<file path="src/hdl/beacon_power_sweep_scheduler_unit_assert.svh">
// assertion macros for the beacon power sweep scheduler
`ifndef BEACON_POWER_SWEEP_SCHEDULER_UNIT_ASSERT_SVH
`define BEACON_POWER_SWEEP_SCHEDULER_UNIT_ASSERT_SVH

// consequent must hold in the same cycle as the antecedent
`define BPSS_ASSERT_SAME(lbl, clk, rst_n, ante, cons, msg) \
  lbl: assert property (@(posedge clk) disable iff (!rst_n) (ante) |-> (cons)) \
    else $error(msg);

// consequent must hold in the cycle after the antecedent
`define BPSS_ASSERT_NEXT(lbl, clk, rst_n, ante, cons, msg) \
  lbl: assert property (@(posedge clk) disable iff (!rst_n) (ante) |=> (cons)) \
    else $error(msg);

`endif

</file>
<file path="src/hdl/bpss_pkg.sv">
package bpss_pkg;

  // timer counters
  localparam int unsigned TimerWidth = 16;
  localparam logic [32:0] TimerMaxWide = (33'd1 << TimerWidth) - 33'd1;
  typedef logic [TimerWidth-1:0] timer_t;

  // configuration address
  localparam int unsigned AddrWidth = 5;
  localparam int unsigned DataWidth = 32;

  // sweep phase, one-hot
  typedef enum logic [2:0] {
    PhIdle = 3'b001,
    PhSlot = 3'b010,
    PhRest = 3'b100
  } phase_e;

  // register index
  typedef enum logic [2:0] {
    RegEnable  = 3'd0,
    RegLevels  = 3'd1,
    RegMajor   = 3'd2,
    RegMinor   = 3'd3,
    RegRxLevel = 3'd4,
    RegRxSpan  = 3'd5
  } reg_idx_e;

  typedef struct packed {
    logic        enable;
    logic [15:0] levels;
    logic [15:0] major;
    logic [15:0] minor;
    logic [3:0]  rx_level;
    logic [15:0] rx_span;
  } cfg_t;

  typedef struct packed {
    logic       send_beacon;
    logic [3:0] beacon_level;
    logic [7:0] tx_power;
    logic       rx_flag;
    logic       rx_enable;
  } result_t;

  // level to radio power setting
  localparam logic [7:0] PowerMap [16] = '{
    8'h01, 8'h01, 8'h02, 8'h03, 8'h04, 8'h05, 8'h06, 8'h0A,
    8'h0F, 8'h60, 8'h70, 8'h80, 8'h90, 8'hC0, 8'hE0, 8'hFF
  };

  localparam logic [15:0] NibbleMask = 16'h000F;

  // clamp a loaded count to the timer range
  function automatic timer_t sat_timer(input logic [17:0] v);
    logic [32:0] w;
    w = 33'(v);
    if (w > TimerMaxWide) begin
      return TimerWidth'(TimerMaxWide);
    end
    return TimerWidth'(w);
  endfunction

endpackage

</file>
<file path="src/hdl/bpss_tick_if.sv">
interface bpss_tick_if;
  logic valid;
  logic ready;
  logic tick;

  modport source (output valid, output tick, input ready);
  modport sink (input valid, input tick, output ready);
endinterface

</file>
<file path="src/hdl/bpss_beacon_if.sv">
interface bpss_beacon_if;
  logic       valid;
  logic       ready;
  logic       send_beacon;
  logic [3:0] beacon_level;
  logic [7:0] tx_power;
  logic       rx_flag;
  logic       rx_enable;

  modport source (
    output valid, output send_beacon, output beacon_level, output tx_power,
    output rx_flag, output rx_enable, input ready
  );
  modport sink (
    input valid, input send_beacon, input beacon_level, input tx_power,
    input rx_flag, input rx_enable, output ready
  );
endinterface

</file>
<file path="src/hdl/bpss_apb_regs.sv">
module bpss_apb_regs (
  input  logic                           clk_i,
  input  logic                           rst_ni,
  input  logic                           psel,
  input  logic                           penable,
  input  logic                           pwrite,
  input  logic [bpss_pkg::AddrWidth-1:0] paddr,
  input  logic [bpss_pkg::DataWidth-1:0] pwdata,
  output logic [bpss_pkg::DataWidth-1:0] prdata,
  output logic                           pready,
  output bpss_pkg::cfg_t                 cfg_o
);

  bpss_pkg::cfg_t     cfg_q;
  bpss_pkg::reg_idx_e idx;
  logic               wr_en;

  assign pready = 1'b1;
  assign idx    = bpss_pkg::reg_idx_e'(paddr[4:2]);
  assign wr_en  = psel & penable & pwrite;

  // register writes
  always_ff @(posedge clk_i or negedge rst_ni) begin
    if (!rst_ni) begin
      cfg_q <= '0;
    end else if (wr_en) begin
      case (idx)
        bpss_pkg::RegEnable:  cfg_q.enable   <= pwdata[0];
        bpss_pkg::RegLevels:  cfg_q.levels   <= pwdata[15:0];
        bpss_pkg::RegMajor:   cfg_q.major    <= pwdata[15:0];
        bpss_pkg::RegMinor:   cfg_q.minor    <= pwdata[15:0];
        bpss_pkg::RegRxLevel: cfg_q.rx_level <= pwdata[3:0];
        bpss_pkg::RegRxSpan:  cfg_q.rx_span  <= pwdata[15:0];
        default: ;
      endcase
    end
  end

  // read mux
  always_comb begin
    case (idx)
      bpss_pkg::RegEnable:  prdata = 32'(cfg_q.enable);
      bpss_pkg::RegLevels:  prdata = 32'(cfg_q.levels);
      bpss_pkg::RegMajor:   prdata = 32'(cfg_q.major);
      bpss_pkg::RegMinor:   prdata = 32'(cfg_q.minor);
      bpss_pkg::RegRxLevel: prdata = 32'(cfg_q.rx_level);
      bpss_pkg::RegRxSpan:  prdata = 32'(cfg_q.rx_span);
      default:              prdata = '0;
    endcase
  end

  assign cfg_o = cfg_q;

endmodule

</file>
<file path="src/hdl/bpss_sweep.sv">
module bpss_sweep (
  input  logic              clk_i,
  input  logic              rst_ni,
  input  bpss_pkg::cfg_t    cfg_i,
  input  logic              step_i,
  input  logic              tick_i,
  output bpss_pkg::result_t res_o
);

  bpss_pkg::phase_e phase_q, phase_d;
  logic [1:0]       slot_q, slot_d;
  bpss_pkg::timer_t wait_q, wait_d;
  bpss_pkg::timer_t rem_q, rem_d;
  logic             open_q, open_d;

  logic             fire;
  logic [1:0]       fire_slot;
  logic [3:0]       level;
  logic [17:0]      used;
  logic [17:0]      major_ext;

  assign used      = {cfg_i.minor, 2'b00};
  assign major_ext = {2'b00, cfg_i.major};

  // next state and result for one item
  always_comb begin
    phase_d   = phase_q;
    slot_d    = slot_q;
    wait_d    = wait_q;
    rem_d     = rem_q;
    open_d    = open_q;
    res_o     = '0;
    fire      = 1'b0;
    fire_slot = slot_q;
    level     = '0;

    if (step_i && tick_i) begin
      // receive window counts down first
      if (open_q) begin
        if (rem_q != '0) begin
          rem_d = rem_q - 1'b1;
        end
        if (rem_d == '0) begin
          open_d = 1'b0;
        end
      end

      // sweep sequencing
      if (!cfg_i.enable || cfg_i.major < 16'd2) begin
        phase_d = bpss_pkg::PhIdle;
        slot_d  = '0;
        wait_d  = '0;
      end else if (phase_q == bpss_pkg::PhIdle) begin
        fire      = 1'b1;
        fire_slot = '0;
      end else if (wait_q > bpss_pkg::TimerWidth'(1)) begin
        wait_d = wait_q - 1'b1;
      end else if (phase_q == bpss_pkg::PhSlot && slot_q != 2'd3) begin
        fire      = 1'b1;
        fire_slot = slot_q + 2'd1;
      end else if (phase_q == bpss_pkg::PhSlot && major_ext > used) begin
        phase_d = bpss_pkg::PhRest;
        wait_d  = bpss_pkg::sat_timer(major_ext - used);
        slot_d  = '0;
      end else begin
        fire      = 1'b1;
        fire_slot = '0;
      end

      // slot event
      if (fire) begin
        level   = 4'((cfg_i.levels >> {fire_slot, 2'b00}) & bpss_pkg::NibbleMask);
        slot_d  = fire_slot;
        phase_d = bpss_pkg::PhSlot;
        wait_d  = bpss_pkg::sat_timer({2'b00, cfg_i.minor});
        if (level != '0) begin
          res_o.send_beacon  = 1'b1;
          res_o.beacon_level = level;
          res_o.tx_power     = bpss_pkg::PowerMap[level];
          if (level == cfg_i.rx_level) begin
            res_o.rx_flag = 1'b1;
            if (!open_d && cfg_i.rx_span != '0) begin
              open_d = 1'b1;
              rem_d  = bpss_pkg::sat_timer({2'b00, cfg_i.rx_span});
            end
          end
        end
      end
    end

    res_o.rx_enable = open_d;
  end

  // state registers
  always_ff @(posedge clk_i or negedge rst_ni) begin
    if (!rst_ni) begin
      phase_q <= bpss_pkg::PhIdle;
      slot_q  <= '0;
      wait_q  <= '0;
      rem_q   <= '0;
      open_q  <= 1'b0;
    end else begin
      phase_q <= phase_d;
      slot_q  <= slot_d;
      wait_q  <= wait_d;
      rem_q   <= rem_d;
      open_q  <= open_d;
    end
  end

endmodule

</file>
<file path="src/hdl/beacon_power_sweep_scheduler_unit.sv">
// Beacon power sweep scheduler.
// Input channel tick_chan_i carries one timer tick per item; tick = 0 only
// samples the receive window and changes no state. Output channel
// beacon_chan_o returns exactly one item per input item, in order, with the
// beacon fields of that tick and the receive window state after it.
// Configuration is written through the APB-style port (psel/penable/...),
// registers at byte address 4*i; write only while no item is in flight.
// An accepted item is held in the input register; its result is computed
// combinationally and loaded into the result register once that register
// is free, and it is offered on beacon_chan_o from there.
// Throughput: one item per cycle while the receiver takes every result, set by
// the combinational step between the input register and the result register.
// When the receiver stalls, the result register holds its item and the
// input register takes one more item; after that ready drops until the
// result is taken. Neither side waits on the other otherwise.
// Reset (rst_ni low, asynchronous) clears the configuration to zero, empties
// both registers, returns the sweep to idle at slot 0 and closes the window.
`include "beacon_power_sweep_scheduler_unit_assert.svh"

module beacon_power_sweep_scheduler_unit (
  input  logic                           clk_i,
  input  logic                           rst_ni,
  bpss_tick_if.sink                      tick_chan_i,
  bpss_beacon_if.source                  beacon_chan_o,
  input  logic                           psel,
  input  logic                           penable,
  input  logic                           pwrite,
  input  logic [bpss_pkg::AddrWidth-1:0] paddr,
  input  logic [bpss_pkg::DataWidth-1:0] pwdata,
  output logic [bpss_pkg::DataWidth-1:0] prdata,
  output logic                           pready
);

  bpss_pkg::cfg_t    cfg;
  bpss_pkg::result_t step_res;
  bpss_pkg::result_t out_q;
  logic              in_valid_q;
  logic              in_tick_q;
  logic              out_valid_q;
  logic              out_free;
  logic              advance;
  logic              in_ready;

  // configuration registers
  bpss_apb_regs u_regs (
    .clk_i   (clk_i),
    .rst_ni  (rst_ni),
    .psel    (psel),
    .penable (penable),
    .pwrite  (pwrite),
    .paddr   (paddr),
    .pwdata  (pwdata),
    .prdata  (prdata),
    .pready  (pready),
    .cfg_o   (cfg)
  );

  // handshake between the two registers
  assign out_free = !out_valid_q || beacon_chan_o.ready;
  assign advance  = in_valid_q && out_free;
  assign in_ready = !in_valid_q || advance;
  assign tick_chan_i.ready = in_ready;

  // input register
  always_ff @(posedge clk_i or negedge rst_ni) begin
    if (!rst_ni) begin
      in_valid_q <= 1'b0;
    end else if (in_ready) begin
      in_valid_q <= tick_chan_i.valid;
    end
  end

  always_ff @(posedge clk_i) begin
    if (in_ready && tick_chan_i.valid) begin
      in_tick_q <= tick_chan_i.tick;
    end
  end

  // sweep state and per-item step
  bpss_sweep u_sweep (
    .clk_i  (clk_i),
    .rst_ni (rst_ni),
    .cfg_i  (cfg),
    .step_i (advance),
    .tick_i (in_tick_q),
    .res_o  (step_res)
  );

  // result register
  always_ff @(posedge clk_i or negedge rst_ni) begin
    if (!rst_ni) begin
      out_valid_q <= 1'b0;
    end else if (out_free) begin
      out_valid_q <= advance;
    end
  end

  always_ff @(posedge clk_i) begin
    if (advance) begin
      out_q <= step_res;
    end
  end

  assign beacon_chan_o.valid        = out_valid_q;
  assign beacon_chan_o.send_beacon  = out_q.send_beacon;
  assign beacon_chan_o.beacon_level = out_q.beacon_level;
  assign beacon_chan_o.tx_power     = out_q.tx_power;
  assign beacon_chan_o.rx_flag      = out_q.rx_flag;
  assign beacon_chan_o.rx_enable    = out_q.rx_enable;

  // checks
  `BPSS_ASSERT_SAME(a_quiet_fields, clk_i, rst_ni, out_valid_q && !out_q.send_beacon, out_q.beacon_level == 4'd0 && out_q.tx_power == 8'd0, "beacon fields set without a beacon")
  `BPSS_ASSERT_SAME(a_flag_needs_beacon, clk_i, rst_ni, out_valid_q && out_q.rx_flag, out_q.send_beacon, "receive flag without a beacon")
  `BPSS_ASSERT_SAME(a_ready_when_empty, clk_i, rst_ni, !out_valid_q, tick_chan_i.ready, "input stalled with empty result register")
  `BPSS_ASSERT_NEXT(a_item_reaches_out, clk_i, rst_ni, advance, out_valid_q, "item lost between input and result register")

endmodule

</file>
<file path="src/flat_wrapper.sv">
// flat-port wrapper written by rule: the top's interface ports become plain ports
module beacon_power_sweep_scheduler_unit_flat 
  (clk_i, rst_ni, psel, penable, pwrite, paddr, pwdata, prdata, pready, tick_chan_i_valid, tick_chan_i_tick, tick_chan_i_ready, beacon_chan_o_valid, beacon_chan_o_send_beacon, beacon_chan_o_beacon_level, beacon_chan_o_tx_power, beacon_chan_o_rx_flag, beacon_chan_o_rx_enable, beacon_chan_o_ready);
  bpss_tick_if tick_chan_i_i ();
  bpss_beacon_if beacon_chan_o_i ();
  input  logic clk_i;
  input  logic rst_ni;
  input  logic psel;
  input  logic penable;
  input  logic pwrite;
  input  logic [bpss_pkg::AddrWidth-1:0] paddr;
  input  logic [bpss_pkg::DataWidth-1:0] pwdata;
  output logic [bpss_pkg::DataWidth-1:0] prdata;
  output logic pready;
  input wire logic [$bits(tick_chan_i_i.valid)-1:0] tick_chan_i_valid;
  input wire logic [$bits(tick_chan_i_i.tick)-1:0] tick_chan_i_tick;
  output wire logic [$bits(tick_chan_i_i.ready)-1:0] tick_chan_i_ready;
  output wire logic [$bits(beacon_chan_o_i.valid)-1:0] beacon_chan_o_valid;
  output wire logic [$bits(beacon_chan_o_i.send_beacon)-1:0] beacon_chan_o_send_beacon;
  output wire logic [$bits(beacon_chan_o_i.beacon_level)-1:0] beacon_chan_o_beacon_level;
  output wire logic [$bits(beacon_chan_o_i.tx_power)-1:0] beacon_chan_o_tx_power;
  output wire logic [$bits(beacon_chan_o_i.rx_flag)-1:0] beacon_chan_o_rx_flag;
  output wire logic [$bits(beacon_chan_o_i.rx_enable)-1:0] beacon_chan_o_rx_enable;
  input wire logic [$bits(beacon_chan_o_i.ready)-1:0] beacon_chan_o_ready;
  assign tick_chan_i_i.valid = tick_chan_i_valid;
  assign tick_chan_i_i.tick = tick_chan_i_tick;
  assign tick_chan_i_ready = tick_chan_i_i.ready;
  assign beacon_chan_o_valid = beacon_chan_o_i.valid;
  assign beacon_chan_o_send_beacon = beacon_chan_o_i.send_beacon;
  assign beacon_chan_o_beacon_level = beacon_chan_o_i.beacon_level;
  assign beacon_chan_o_tx_power = beacon_chan_o_i.tx_power;
  assign beacon_chan_o_rx_flag = beacon_chan_o_i.rx_flag;
  assign beacon_chan_o_rx_enable = beacon_chan_o_i.rx_enable;
  assign beacon_chan_o_i.ready = beacon_chan_o_ready;
  beacon_power_sweep_scheduler_unit u_core (.clk_i(clk_i), .rst_ni(rst_ni), .tick_chan_i(tick_chan_i_i), .beacon_chan_o(beacon_chan_o_i), .psel(psel), .penable(penable), .pwrite(pwrite), .paddr(paddr), .pwdata(pwdata), .prdata(prdata), .pready(pready));
endmodule
</file>
<file path="config.mk">
export PLATFORM = sky130hd
export DESIGN_NAME = beacon_power_sweep_scheduler_unit_flat
export DESIGN_NICKNAME = d
export VERILOG_FILES = /design/src/hdl/bpss_pkg.sv /design/src/hdl/bpss_tick_if.sv /design/src/hdl/bpss_beacon_if.sv /design/src/hdl/bpss_apb_regs.sv /design/src/hdl/bpss_sweep.sv /design/src/hdl/beacon_power_sweep_scheduler_unit.sv /design/src/flat_wrapper.sv
export VERILOG_INCLUDE_DIRS = /design/src /design/src/hdl
export SDC_FILE = /design/constraint.sdc
export NUM_CORES = 1
export LEC_CHECK = 0
export ABC_AREA = 1
export BUFFER_PORTS_ARGS = -buffer_cell sky130_fd_sc_hd__buf_4
export CORE_MARGIN = 5
export CORE_UTILIZATION = 60
export CTS_CLUSTER_SIZE = 10
export DETAILED_ROUTE_END_ITERATION = 12
export PLACE_DENSITY_LB_ADDON = 0.2
export SLEW_MARGIN = 15
export SYNTH_ARGS = -nofsm -noshare
export SYNTH_HDL_FRONTEND = slang
export SYNTH_SLANG_ARGS = --single-unit
</file>
<file path="constraint.sdc">
create_clock -name clk_i -period 3.9 [get_ports clk_i]
set_input_delay 0.78 -clock clk_i [delete_from_list [all_inputs] [get_ports clk_i]]
set_output_delay 0.78 -clock clk_i [all_outputs]
set_load 0.1 [all_outputs]
</file>
After elaboration in Yosys (flattened, before gate mapping)
Memory sizes are Yosys's and may differ from the RTL's.
Cells that the tools add are included.
- ROM bits: 128
- memory bits (writable): 0
- flip-flop bits (word level): 125
- memories kept: 1
- bits in latches: 0
- memory list (memory ; depth ; bits a word ; rd ports ; clocked after memory_dff ; write ports ; line ; RTL):
    (name not given) ; 16 ; 8 ; 1 ; 0 ; 0 ; bpss_sweep.sv:79 ; res_o.tx_power = bpss_pkg::PowerMap[level];
- magnitude comparators: 5
- multiplexer cells: 60
- multipliers: 0
- shift-type cells: 1
- equal/unequal tests: 13
- divide/modulo/power cells: 0
- bitwise operators: 3
- add/sub/neg operators: 4
- reduce and logical (&&, ||, !) cells: 30
- operators by type and width (operator ; number):
    2-to-1 mux 16 bit ; 16
    one-hot mux 16 bit (6 select lines) ; 1
    nonzero test 16 bit ; 2
    subtractor 16 x 1 -> 16 bit, second input constant ; 2
    2-to-1 mux 2 bit ; 12
    2-to-1 mux 1 bit ; 22
    > comparator 16 x 18 -> 1 bit ; 1
    > comparator 18 x 16 -> 1 bit, second input constant ; 1
    2-to-1 mux 3 bit ; 6
    subtractor 16 x 18 -> 18 bit ; 1
    > comparator 16 x 1 -> 1 bit, second input constant ; 1
    zero test 16 bit ; 1
    < comparator 16 x 2 -> 1 bit, second input constant ; 1
    2-to-1 mux 8 bit ; 2
    >> shifter 16 x 4 -> 4 bit ; 1
    2-to-1 mux 14 bit ; 1
    AND reduction 2 bit ; 7
    == test 3 x 2 -> 1 bit, second input constant ; 3
    != test 3 x 2 -> 1 bit, second input constant ; 3
    nonzero test 4 bit ; 2
    == test 3 x 1 -> 1 bit, second input constant ; 2
    == test 3 bit, second input constant ; 2
    logical AND 1 bit ; 6
    >= comparator 5 bit, second input constant ; 1
    other kinds (13) ; 19

Depth between registers and ports, before layout
- depth after elaboration: 16
- mapped depth: 30
- gate-level depth less buffers: 28

Modules after synthesis
A second synthesis with hierarchy kept.
- cells, all modules: 1249
- area total of the unflattened synthesis: 8912.3 µm²
- by module, submodules not included (module ; sequential area each (µm²) ; cells an instance ; instances ; area an instance (µm²)):
    bpss_sweep ; 952.2 ; 776 ; 1 ; 4790.8
    bpss_apb_regs ; 1726.7 ; 445 ; 1 ; 3545.9
    beacon_power_sweep_scheduler_unit ; 530.5 ; 28 ; 1 ; 575.6

Least setup slack after synthesis
OpenSTA, ideal clock, no wires.
- path kind: input to output
- start point: input paddr[3] (netlist bit)
- end point: output prdata[1] (netlist bit)
- slack: -0.314 ns
- required time: 3.120 ns
- cell stages on the path: 4
- buffers on the path: 0
- arrival time: 3.434 ns
- path through: inv_1 nor3_1 inv_1 o21ai_0
- word-level cells in the longest chain between the ends: 2
- ends and longest elaborated chain (item ; line ; RTL):
    start: declaration ; flat_wrapper.sv:11 ; input logic [bpss_pkg::AddrWidth-1:0] paddr;
    == test 3 bit, or another cell as far along ; bpss_apb_regs.sv:41 ; case (idx)
    one-hot mux 16 bit (6 select lines) (*) ; bpss_apb_regs.sv:41 ;
    end: declaration ; flat_wrapper.sv:13 ; output logic [bpss_pkg::DataWidth-1:0] prdata;
Every way passes the cells marked *; elsewhere a longest branch is shown, timed or not.

Final worst setup path
- start point: register u_core.u_regs.cfg_q (netlist bit u_core.u_regs.cfg_o[32])
- end point: register u_core.u_sweep.rem_q[8]
- word-level cells in the longest chain between the ends: 13
- ends and longest elaborated chain (item ; line ; RTL):
    start: declaration ; bpss_apb_regs.sv:14 ; bpss_pkg::cfg_t cfg_q;
    > comparator 16 x 18 -> 1 bit (*) ; bpss_sweep.sv:61 ; end else if (phase_q == bpss_pkg::PhSlot && major_ext > used) begin
    logical AND 1 bit (*) ; bpss_sweep.sv:61 ;
    2-to-1 mux 2 bit ; bpss_sweep.sv:61 ;
    2-to-1 mux 2 bit ; bpss_sweep.sv:58 ; end else if (phase_q == bpss_pkg::PhSlot && slot_q != 2'd3) begin
    2-to-1 mux 2 bit ; bpss_sweep.sv:56 ; end else if (wait_q > bpss_pkg::TimerWidth'(1)) begin
    2-to-1 mux 2 bit ; bpss_sweep.sv:53 ; end else if (phase_q == bpss_pkg::PhIdle) begin
    2-to-1 mux 2 bit ; bpss_sweep.sv:49 ; if (!cfg_i.enable || cfg_i.major < 16'd2) begin
    2-to-1 mux 2 bit ; bpss_sweep.sv:37 ; if (step_i && tick_i) begin
    >> shifter 16 x 4 -> 4 bit ; bpss_sweep.sv:72 ; level = 4'((cfg_i.levels >> {fire_slot, 2'b00}) & bpss_pkg::NibbleMask);
    == test 4 bit ; bpss_sweep.sv:80 ; if (level == cfg_i.rx_level) begin
    2-to-1 mux 16 bit ; bpss_sweep.sv:80 ;
    2-to-1 mux 16 bit ; bpss_sweep.sv:76 ; if (level != '0) begin
    2-to-1 mux 16 bit (*) ; bpss_sweep.sv:71 ; if (fire) begin
    end signal: assignment ; bpss_sweep.sv:106 ; rem_q <= rem_d;
    end: declaration ; bpss_sweep.sv:13 ; bpss_pkg::timer_t rem_q, rem_d;
Every way passes the cells marked *; elsewhere a longest branch is shown, timed or not. The select of a mux whose other input is x is not followed.
A chain may end at the register's enable or synchronous reset.

==> results.yml <==
outcome:
  status: "complete, no violations"
drt:
  route.detailed.drc: 0
  drt-pass1-iter-count: 6
  vias: 7800
  post_drt_wl_per_cell_um: 16.64
  drt-total-wl_um: 22750
  dr.first_iter.drc_count: 799
  ant_nets: 0
  avgViaCountPerCell: 5.706
synth:
  synth.avg_cell_area_um2: 7.279
  yosysWarnings: 0
  synthArstFlopShare: 0.8720
  syn_area_um2: 8153
  ys_types: 49
  synth_seq_cells: 125
  ys_seq_area_frac: 0.3936
  synth_cells: 1120
  synth_enable_flop_cells: 16
  ys.flop_type: "dfrtp_1"
clocking:
  cts_buffer_depth: 2
  cts_tree: "built"
  path_clk_slew_ps: 60
  hold_buffers: 0
  root_buffer: "clkbuf_16"
  h-tree-depth: 4
  cts_buffers: 17
  cts_num_sinks: 125
  clock_latency_ps: 430
finish:
  design_area_um2: 9365
  fin_cells: 1367
  fillCellCount: 1124
  syn2layout_area_growth_pct: 14.87
  final_layout_size_suffix_gt1_frac: 0.1285
  post-route-util: 0.7044
  nets: 1247
  final_common_cell: "nand2_1"
  multi_input_area_um2: 4173
  regArea_um2: 3209
  final_cell_mix: "nand2_1 (290), inv_1 (136), o21ai_0 (117)"
  insertedDiodeCount: 0
die:
  rows: 42
  num_io_pins: 95
  die_h_um: 126.6
  die_area_um2: 16020
  core_um2: 13300
  start_util: 0.6132
  die_x_um: 126.6
worst_setup_path:
  crit_type: "reg2reg"
  timing.rr.end: "u_core.u_sweep.rem_q[8]$_DFFE_PN0P_"
  cp-end-kind: "flip-flop"
  worst_ep_arrival_time_ps: 3930
  reg2reg_slack_ps: 280
  required_ps: 4220
  start_kind: "flip-flop"
  rr_worst_depth: 26
  r2r_start: "u_core.u_regs.cfg_o[32]$_DFFE_PN0P_"
  path_max_fanout: 17
placement:
  gp_congestion: 0.9582
  post-place-ws_ps: 185.3
  place_area_um2: 8732
  dpl.hpwl_um: 16880
  dp.cells: 1334
  numPortBuffers: 59
min_path:
  hp-class: "in2async"
sta:
  period_share: 0.9277
  fmax_ghz: 0.2764
  hold_viol_final: 0
  slew_violations: 0
  worst_slack_ps: 281.9
  clock_skew_ps: 6.542
  fin_tns_setup_ps: 0
  layout_min_cycle_time_ps: 3618
  maxSlewHeadroom: 0.3593
  worst_slew_pin_slew_ps: 958.7
  setup_viol: 0
  holdWs_ps: 359.5
global_route:
  grt_max_degree: 48
  overflow: 0
  grt_first_pass_wirelength_um: 36870
  grt_pass1_vias: 7311
  antenna_found_initial: 1
  track_usage: 0.2879
flow_run:
  maxCapViolations: 0
pwr:
  power_mw: 6.096
  cellLeakagePower_nw: 4.603
  power_density_nw_per_um2: 650.9
  peakVddDrop_mv: 0.4831
[report_power, final]
part | internal [mW] | total (mW) | switching [mW]
logic | 0.808 | 2.58 | 1.77
registers | 1.62 | 1.92 | 0.303
clock network | 1.01 | 1.59 | 0.585
[per-layer routing]
layer / wire length [µm] / global-route usage / vias to the layer above
met4: 465 / 0.08896 / 2
met1: 9881 / 0.4152 / 3603
met5: 12 / 0 / -
met2: 10250 / 0.4331 / 389
met3: 2133 / 0.06683 / 42
li1: - / - / 3764
[state kept, by name (all words and copies together) (netlist names)]
name / count
u_core.u_sweep.slot_q: 2
u_core.u_sweep.wait_q: 16
u_core.in_valid_q: 1
u_core.u_sweep.open_q: 1
u_core.u_sweep.rem_q: 16
u_core.beacon_chan_o.send_beacon: 1
u_core.u_sweep.phase_q: 3
u_core.beacon_chan_o.rx_enable: 1
u_core.beacon_chan_o.rx_flag: 1
u_core.beacon_chan_o.tx_power: 8
u_core.beacon_chan_o.beacon_level: 4
u_core.beacon_chan_o.valid: 1
u_core.in_tick_q: 1
u_core.u_regs.cfg_o: 69
[synthesized netlist by cell type (7+ instances only)]
cell	count	area (µm²)
nand2_1	292	1096
inv_1	136	510.5
o21ai_0	117	585.6
dfrtp_1	108	2703
nand3_1	98	490.5
nor2_1	65	244.0
a21oi_1	43	215.2
clkbuf_1	29	108.9
xor2_1	24	210.2
ha_1	23	287.8
buf_4	20	150.1
a22oi_1	19	142.6
edfxtp_1	16	480.5
nor3_1	14	70.07
inv_2	13	48.80
nand4_1	12	75.07
nand2_2	10	62.56
xnor2_1	9	78.83
a31oi_1	8	50.05
nor4_1	7	43.79
[repair_timing]
action,4_1_cts,5_1_grt
endpoints found under the setup margin,0,20
setup buffers,0,1
gates resized for setup,0,8
[worst max-delay path by stage]
stage | cells after the start | from | to | slack [ps]
global route | 26 | u_core.u_regs.cfg_o[32]$_DFFE_PN0P_ | u_core.u_sweep.rem_q[1]$_DFFE_PN0P_ | -5
CTS | 29 | u_core.u_regs.cfg_o[38]$_DFFE_PN0P_ | u_core.u_sweep.rem_q[11]$_DFFE_PN0P_ | 120
floorplan | 4 | paddr[3] | prdata[1] | -310
finish | 26 | u_core.u_regs.cfg_o[32]$_DFFE_PN0P_ | u_core.u_sweep.rem_q[8]$_DFFE_PN0P_ | 280
global placement | 29 | u_core.u_regs.cfg_o[38]$_DFFE_PN0P_ | u_core.u_sweep.rem_q[10]$_DFFE_PN0P_ | 250
detailed placement | 29 | u_core.u_regs.cfg_o[38]$_DFFE_PN0P_ | u_core.u_sweep.rem_q[4]$_DFFE_PN0P_ | 190
[cell type report]
cell class,instances,area share
clock inverter,13,0.01576
tap,176,0.02351
inverter,151,0.06052
multi-input combinational,804,0.4456
timing repair buffer,79,0.06466
clock buffer,19,0.04729
sequential,125,0.3427
[worst max-delay path, cell delays in order, from the launching register on]
cell	delay, ps
dfrtp_1	430
inv_1	140
ha_1	400
nand2_1	70
nor3_1	200
nor2b_1	160
nand2_1	60
nand2_1	110
nand2_1	70
nand2_1	90
nand2_2	80
nand2_4	120
nand2_8	90
nand2_4	130
nand2_1	90
nand3_1	100
nand2_2	80
inv_1	130
ha_2	220
nand3_1	120
nand2_2	110
nor2_4	50
buf_12	150
nand2_8	130
nand2_1	80
nand3_1	70
nand2_1	50
[logic make-up (layout without fill, tap and decap cells)]
logic type / count (synthesis) / in the layout / synth area share
adders and majority gates: 24 / 24 / 0.03775
buffers and inverters: 206 / 262 / 0.1065
and+or+nand+nor: 514 / 514 / 0.2753
xor gates and xnor gates: 33 / 33 / 0.03545
DFF: 125 / 125 / 0.3936
AOI/OAI and AO/OA: 216 / 216 / 0.1504
other: 2 / 17 / 0.0009212
Note: power is estimated with default switching activity, not from simulation.
